--- config.mk ---
export PLATFORM = sky130hd
export DESIGN_NAME = ipv4hc_parser
export DESIGN_NICKNAME = d
export VERILOG_FILES = /design/src/ipv4hc_pkg.sv /design/src/ipv4hc_parser.sv
export SDC_FILE = /design/constraint.sdc
export NUM_CORES = 1
export LEC_CHECK = 0
export BUFFER_PORTS_ARGS = -buffer_cell sky130_fd_sc_hd__clkbuf_2
export CAP_MARGIN = 20
export CORE_ASPECT_RATIO = 1.2
export CORE_UTILIZATION = 54
export DETAILED_ROUTE_END_ITERATION = 7
export PLACE_DENSITY = 0.83
export SLEW_MARGIN = 20
export SYNTH_ARGS = -nofsm -noshare
export SYNTH_HDL_FRONTEND = slang
export SYNTH_SLANG_ARGS = --single-unit
--- constraint.sdc ---
create_clock -name clk -period 6 [get_ports clk]
set_clock_uncertainty 0.15 [all_clocks]
set_input_delay 1.2 -clock clk [delete_from_list [all_inputs] [get_ports clk]]
set_output_delay 1.2 -clock clk [all_outputs]
set_load 0.1 [all_outputs]
--- src/ipv4hc_pkg.sv ---
package ipv4hc_pkg;

  // Verdict codes
  localparam logic [2:0] VERDICT_ACCEPT       = 3'd0;
  localparam logic [2:0] VERDICT_NOT_IPV4     = 3'd1;
  localparam logic [2:0] VERDICT_BAD_SIZE     = 3'd2;
  localparam logic [2:0] VERDICT_BAD_CHECKSUM = 3'd3;
  localparam logic [2:0] VERDICT_NOT_FOR_US   = 3'd4;

  // Configuration register indexes
  localparam logic REG_LOCAL_ADDRESS = 1'b0;
  localparam logic REG_SUBNET_MASK   = 1'b1;

  // Header word positions (16-bit words from the start of the header)
  localparam logic [4:0] WORD_TOTAL_LENGTH = 5'd1;
  localparam logic [4:0] WORD_TTL_PROTOCOL = 5'd4;
  localparam logic [4:0] WORD_CHECKSUM     = 5'd5;
  localparam logic [4:0] WORD_DEST_HIGH    = 5'd8;
  localparam logic [4:0] WORD_DEST_LOW     = 5'd9;

  localparam logic [3:0]  IP_VERSION_4    = 4'd4;
  localparam logic [3:0]  MIN_IHL         = 4'd5;
  localparam logic [15:0] MIN_HDR_BYTES   = 16'd20;
  localparam logic [15:0] SUM_ALL_ONES    = 16'hFFFF;
  localparam logic [31:0] LIMITED_BCAST   = 32'hFFFF_FFFF;

  // One input item
  typedef struct packed {
    logic        start_of_packet;
    logic [15:0] header_word;
    logic [15:0] buffer_length;
  } item_t;

  // One result item
  typedef struct packed {
    logic [2:0]  verdict;
    logic [7:0]  protocol_number;
    logic [15:0] packet_length;
  } result_t;

endpackage

--- src/ipv4hc_parser.sv ---
module ipv4hc_parser
  import ipv4hc_pkg::*;
(
  input  logic        clk,
  input  logic        rst,
  input  logic        cfg_wr_en,
  input  logic        cfg_index,
  input  logic [31:0] cfg_data,
  input  logic        step,
  input  item_t       item,
  output logic        res_valid,
  output result_t     res
);

  logic [31:0] local_address;
  logic [31:0] subnet_mask;

  logic [4:0]  word_index, word_index_next;
  logic [4:0]  words_expected, words_expected_next;
  logic [15:0] ones_sum, ones_sum_next;
  logic [15:0] total_length, total_length_next;
  logic [15:0] buffer_length, buffer_length_next;
  logic [7:0]  protocol, protocol_next;
  logic        checksum_present, checksum_present_next;
  logic [31:0] destination, destination_next;
  logic [2:0]  pending_error, pending_error_next;
  logic        active, active_next;

  logic [3:0]  version;
  logic [3:0]  ihl;
  logic [4:0]  index_inc;

  function automatic logic [15:0] oc_add(input logic [15:0] a, input logic [15:0] b);
    logic [16:0] s;
    logic [16:0] f;
    s = {1'b0, a} + {1'b0, b};
    f = {1'b0, s[15:0]} + {16'd0, s[16]};
    return f[15:0];
  endfunction

  function automatic logic dest_matches(input logic [31:0] d, input logic [31:0] addr,
                                        input logic [31:0] mask);
    logic [31:0] host;
    host = ~mask;
    return (d == LIMITED_BCAST)
        || (((d & host) == host) && ((d & mask) == (addr & mask)))
        || (d == addr);
  endfunction

  // Hold the interface address and mask
  always_ff @(posedge clk) begin
    if (rst) begin
      local_address <= '0;
      subnet_mask   <= '0;
    end else if (cfg_wr_en) begin
      case (cfg_index)
        REG_LOCAL_ADDRESS: local_address <= cfg_data;
        REG_SUBNET_MASK:   subnet_mask   <= cfg_data;
        default: ;
      endcase
    end
  end

  assign version   = item.header_word[15:12];
  assign ihl       = item.header_word[11:8];
  assign index_inc = word_index + 5'd1;

  // Advance header state by one word; give a verdict on the first or last word
  always_comb begin
    word_index_next       = word_index;
    words_expected_next   = words_expected;
    ones_sum_next         = ones_sum;
    total_length_next     = total_length;
    buffer_length_next    = buffer_length;
    protocol_next         = protocol;
    checksum_present_next = checksum_present;
    destination_next      = destination;
    pending_error_next    = pending_error;
    active_next           = active;
    res_valid             = 1'b0;
    res                   = '0;

    if (step) begin
      if (item.start_of_packet) begin
        word_index_next       = '0;
        words_expected_next   = '0;
        ones_sum_next         = '0;
        total_length_next     = '0;
        protocol_next         = '0;
        checksum_present_next = 1'b0;
        destination_next      = '0;
        pending_error_next    = VERDICT_ACCEPT;
        active_next           = 1'b0;
        buffer_length_next    = item.buffer_length;
        if (version != IP_VERSION_4) begin
          res_valid   = 1'b1;
          res.verdict = VERDICT_NOT_IPV4;
        end else if (ihl < MIN_IHL) begin
          res_valid   = 1'b1;
          res.verdict = VERDICT_BAD_SIZE;
        end else begin
          active_next         = 1'b1;
          words_expected_next = {ihl, 1'b0};
          ones_sum_next       = item.header_word;
          word_index_next     = 5'd1;
        end
      end else if (active) begin
        ones_sum_next = oc_add(ones_sum, item.header_word);
        case (word_index)
          WORD_TOTAL_LENGTH: begin
            total_length_next = item.header_word;
            if (((item.header_word < MIN_HDR_BYTES) || (buffer_length < item.header_word))
                && (pending_error == VERDICT_ACCEPT)) begin
              pending_error_next = VERDICT_BAD_SIZE;
            end
          end
          WORD_TTL_PROTOCOL: protocol_next = item.header_word[7:0];
          WORD_CHECKSUM:     checksum_present_next = (item.header_word != 16'd0);
          WORD_DEST_HIGH:    destination_next = {item.header_word, destination[15:0]};
          WORD_DEST_LOW:     destination_next = {destination[31:16], item.header_word};
          default: ;
        endcase
        word_index_next = index_inc;
        if (index_inc == words_expected) begin
          active_next         = 1'b0;
          res_valid           = 1'b1;
          res.protocol_number = protocol_next;
          res.packet_length   = total_length_next;
          if (pending_error_next != VERDICT_ACCEPT) begin
            res.verdict = pending_error_next;
          end else if (checksum_present_next && (ones_sum_next != SUM_ALL_ONES)) begin
            res.verdict = VERDICT_BAD_CHECKSUM;
          end else if (!dest_matches(destination_next, local_address, subnet_mask)) begin
            res.verdict = VERDICT_NOT_FOR_US;
          end else begin
            res.verdict = VERDICT_ACCEPT;
          end
        end
      end
    end
  end

  always_ff @(posedge clk) begin
    if (rst) begin
      word_index       <= '0;
      words_expected   <= '0;
      ones_sum         <= '0;
      total_length     <= '0;
      buffer_length    <= '0;
      protocol         <= '0;
      checksum_present <= 1'b0;
      destination      <= '0;
      pending_error    <= VERDICT_ACCEPT;
      active           <= 1'b0;
    end else begin
      word_index       <= word_index_next;
      words_expected   <= words_expected_next;
      ones_sum         <= ones_sum_next;
      total_length     <= total_length_next;
      buffer_length    <= buffer_length_next;
      protocol         <= protocol_next;
      checksum_present <= checksum_present_next;
      destination      <= destination_next;
      pending_error    <= pending_error_next;
      active           <= active_next;
    end
  end

endmodule

# == After elaboration in Yosys (flattened, before gate mapping) ==
# Index checks and enable logic that the tools add are counted.
# op_classes
eq_ne,12
bitwise,5
muxes,56
reduce_logical,14
addsub,3
order_cmp,3
# op_table
op,n
2-to-1 mux 32 bit,5
2-to-1 mux 16 bit,7
bitwise AND 32 bit,3
equality test 32 bit,3
2-to-1 mux 27 bit,3
one-hot mux 32 bit (2 select lines),1
2-to-1 mux 3 bit,11
"equality test 32 bit, second input constant",1
inverter 32 bit,1
2-to-1 mux 24 bit,1
2-to-1 mux 8 bit,3
2-to-1 mux 5 bit,4
2-to-1 mux 1 bit,19
adder 16 x 16 -> 17 bit,1
adder 16 x 1 -> 16 bit,1
less-than comparator 16 bit,1
"less-than comparator 16 x 5 -> 1 bit, second input constant",1
"inequality test 16 bit, second input constant",1
nonzero test 16 bit,1
"equality test 5 x 3 -> 1 bit, second input constant",2
"equality test 5 x 4 -> 1 bit, second input constant",2
AND reduction 2 bit,4
"adder 5 x 1 -> 5 bit, second input constant",1
"equality test 5 x 1 -> 1 bit, second input constant",1
other kinds (10),15
# word_totals
inputBits,70
ff_bits,167

# == Depth between registers and ports, before layout ==
# logic_depth
ltp_word,17
ltp_mapped,21

# == Worst setup path before layout ==
# No wires, ideal clock.
# synth_path
path_type,input-to-output
startpoint,in item[17] (netlist name)
endpoint,out res[25] (netlist name)
arrival_ps,6371
slack_ps,-1721
t_required_ps,4650
n_path_buf,1
stages,19
path_cell_list,clkbuf_1 inv_1 fa_1 nand2b_1 a21o_1 o2bb2ai_2 o21ai_1 o31ai_1 nor2b_1 o21ai_0 nand2b_1 ha_1 and3_1 nand3_2 or4b_4 or4b_4 xnor2_2 and2_1 o221ai_1
# synth_rtl
element,line_no,source
from (decl),ipv4hc_parser.sv:10,"input item_t item,"
to (decl),ipv4hc_parser.sv:12,output result_t res

==> metrics.md <==
| Metric | Value |
|---|---|
| Status | `finished with violations` |
| Failing checks | `negative setup slack` |
| Via count | `10.5k` |
| Routability cong. | `1.00` |
| Cell area after synthesis | `between 0.009 and 0.01 mm²` |
| CP max-delay cell | `or4b_4` |
| Post-route ant nets | `0` |
| Pwr dens | `around 240 mW/mm²` |
| Antenna violations before repair | `0` |
| Non-filler instance count after layout | `1,663` |
| Yosys cell types | `72` |
| Drt initial violations | `about 1.1k` |
| Seq/Total Area, Yosys | `about a third` |
| Leakage | `4.62 nW` |
| Slowest cell delay on critical path | `around 0.53 ns` |
| Pre-CTS setup slack | `-0.681 ns` |
| Unrepaired setup endpoints after global routing | `yes` |
| Syn_area_per_cell | `~7.5 µm²` |
| Sequential cell area | `approximately 0.0033 mm²` |
| Die area | `0.0186 mm²` |
| Worst Setup End Kind | `primary output` |
| Placed Area | `around 0.011 mm²` |
| Synth Instances | `1,301` |
| Reg-to-reg endpoint | `ones_sum[15]` |
| Share of cells above drive strength 1 | `between 10% and 20%` |
| Die width | `125 µm` |
| Kind of critical path | `input port to primary output` |
| Final instance area | `0.0118 mm²` |
| Multi-input logic area | `a little over 0.006 mm²` |
| Worst hold stages | `2` |
| IO Count | `slightly below 100` |
| Reg clk slew, reported paths | `0.07 ns` |
| Synth Flop Type | `dfxtp_1` |
| Worst-Margin Slew | `1.01 ns` |
| Worst hold margin | `between 0.3 and 0.4 ns` |
| Wirelength per Cell | `19.6 µm` |
| Nets | `between 1.5k and 2k` |
| ANT cells | `0` |
| Flops & latches, synth | `approximately 170` |
| GRT overflow | `0` |
| CTS root buffer | `clkbuf_16` |
| DR DRC count | `0` |
| CP startpoint kind | `input port` |
| FF-to-FF Start | `ones_sum[0]` |
| Setup ws final | `-0.504 ns` |
| Worst hold-check path type | `flop to flop` |
| FFs w/ async S/R, synth | `0%` |
| DRT Pass-1 Iters | `7` |
| Commonest non-fill, non-tap cell in the layout | `nand2_1` |
| CTS sink cnt | `about 170` |
| Hold Crit Start | `buffer_length[4]` |
| Peak VDD IR | `about 210 µV` |
| CP most frequent cell | `or4b_4` |
| Vias in the first global route | `around 10k` |
| Max Slew Vio Count | `0` |
| CTS Buffer Depth | `2` |
| Fmax achieved | `~0.15 GHz` |
| Area growth syn-to-layout | `21.0%` |
| TritonCTS Buffers | `17` |
| Placed insts | `roughly 1.6k` |
| Endpoints failing hold | `0` |
| Fill cells | `around 1.5k` |
| First-pass GRT wire length | `51,400 µm` |
| Cell Chain, Critical Path | `buf_8 > ha_4 > inv_2 > fa_2 > nand2b_4 > a21o_1 > o2bb2ai_4 > o21ai_2 > o31ai_2 > nor2b_1 > o21ai_1 > nand2b_1 > ha_2 > and3_4 > nand3_2 > or4b_4 > or4b_4 > xnor2_2 > a21bo_1 > a32o_4 > buf_12` |
| Arrival time worst endpoint | `~5 ns` |
| Clock latency on the worst-skew pair | `roughly 0.43 ns` |
| HPWL after detailed placement | `23,200 µm` |
| Final setup vio count | `3` |
| GRT Total Usage | `approximately a third` |
| Syn nets | `about 1.4k` |
| Period utilization | `108%` |
| Largest net degree at the start of global routing | `66` |
| Commonest non-fill, non-tap cells in the layout | `271 x nand2_1, 166 x dfxtp_1, 141 x a21oi_1` |
| # rows | `53` |
| Total wire length | `32,600 µm` |
| CTS tree | `yes` |
| IO Port Bufs | `between 90 and 100` |
| Tmin final | `around 6.5 ns` |
| Initial Util | `between 50 and 60%` |
| Vias/cell | `about 6.3` |
| Ys Warns | `0` |
| H-Tree Depth | `4` |
| Max-cap check violation count | `0` |
| R2r setup slk | `around 1.6 ns` |
| CP required | `approximately 4.7 ns` |
| Die height | `149 µm` |
| Slew margin rel. | `between 30% and 40%` |
| CP Max Fanout | `3` |
| Leading area contributor after synthesis | `dfxtp_1` |
| Area of the core | `approximately 0.018 mm²` |
| Number of synthesized flops with an enable pin | `0` |
| Synth area leaders | `dfxtp_1 34%, nand2_1 10%, a21oi_1 7.2%, a22oi_1 5.9%, ha_1 4.6%` |
| Hold Crit Endpoint | `buffer_length[4]` |
| Share of Yosys cell area claimed by the top area cell type | `roughly a third` |
| R2R depth | `21` |
## layout make-up
| cell class | instances | share of cell area (%) |
|---|---|---|
| Timing Repair Buffer | 200 | 11.2 |
| Clock inverter | 14 | 1.59 |
| Inverter | 33 | 1.05 |
| Tap cell | 220 | 2.34 |
| Multi-Input combinational cell | 1012 | 51.9 |
| Sequential cell | 166 | 28.2 |
| Clock buffer | 18 | 3.64 |
## cell usage after synthesis (4+ instances only)
cell type	number
o22ai_1	13
o21ai_2	6
a32oi_1	9
a211oi_1	13
xnor2_1	27
nand4_1	21
o21ai_0	34
a21oi_1	141
a22oi_1	77
nor3_1	19
dfxtp_1	166
buf_1	4
nor2_1	116
a21o_1	10
nor4_1	17
a22o_1	17
inv_1	33
and2_1	4
a221oi_1	4
nand2_1	272
ha_1	36
a31oi_1	5
nand3b_1	14
nor3b_1	4
o21ai_1	7
xor2_1	35
nand3_1	25
o221ai_1	5
nand2b_1	9
nor2b_1	11
or3_1	5
buf_2	5
clkbuf_1	76
## worst max-delay path: cells and delay by family
kind | cells | cell delay, ns
adder cells (fa/ha/maj) | 3 | 0.66
AND/OR/NAND/NOR | 7 | 1.67
XOR/XNOR | 1 | 0.16
AO/OA/AOI/OAI | 7 | 1.18
buffers and inverters | 3 | 0.27
## cell families (layout without fill, tap and decap cells)
kind of cell               count (synthesis)  in the layout  share of synthesized area (%)
xor gates and xnor gates                  64             64                           5.91
AOI/OAI and AO/OA                        371            371                           24.7
adders and majority gates                 37             37                           4.83
DFF                                      166            166                           34.1
buffers and inverters                    123            265                           5.11
and+or+nand+nor                          540            540                           25.3
## worst max path at each step
stage | startpoint | to | slack [ns] | cells after the start
floorplan | item[16] | res[25] | -0.51 | 19
global placement | item[16] | res[26] | -0.61 | 21
detailed placement | item[16] | res[26] | -0.68 | 24
CTS | item[16] | res[26] | -0.56 | 23
global route | item[21] | res[25] | -0.67 | 22
finish | item[16] | res[26] | -0.50 | 21
## routing by layer
metal / track usage (%) / vias to the layer above / part of all wire [%]
li1: - / 4871 / -
met5: 0 / - / 0
met1: 40.4 / 4959 / 38
met2: 59.8 / 558 / 49
met4: 23.2 / 0 / 6.2
met3: 5.60 / 146 / 7.5
## timing repair
action	in CTS	in global routing
resized for setup	6	12
buffers inserted	6	5
endpoints found under the setup margin	3	3
hold buffers	0	0
pin swaps	14	7
## per-stage QoR
stage	utilization [%]	TNS, ns	power, W
2_1_floorplan	-	-1.38	0.00143
3_3_place_gp	62.5	-1.75	0.00161
3_5_place_dp	62.5	-1.91	0.00162
4_1_cts	66.5	-1.57	0.00277
5_1_grt	67.1	-1.93	0.00287
6_report	67.1	-1.46	0.00279
## registers in the layout, summed over array words and instances (netlist names)
register,cells
pending_error,3
words_expected,4
protocol,8
destination,32
local_address,32
active,1
ones_sum,16
subnet_mask,32
word_index,5
total_length,16
checksum_present,1
buffer_length,16
## report_power, final
part           switching, W  internal (W)
sequential        0.0000336       0.00113
clock              0.000497      0.000669
combinational      0.000269      0.000185
(Power assumes the default switching activity.)
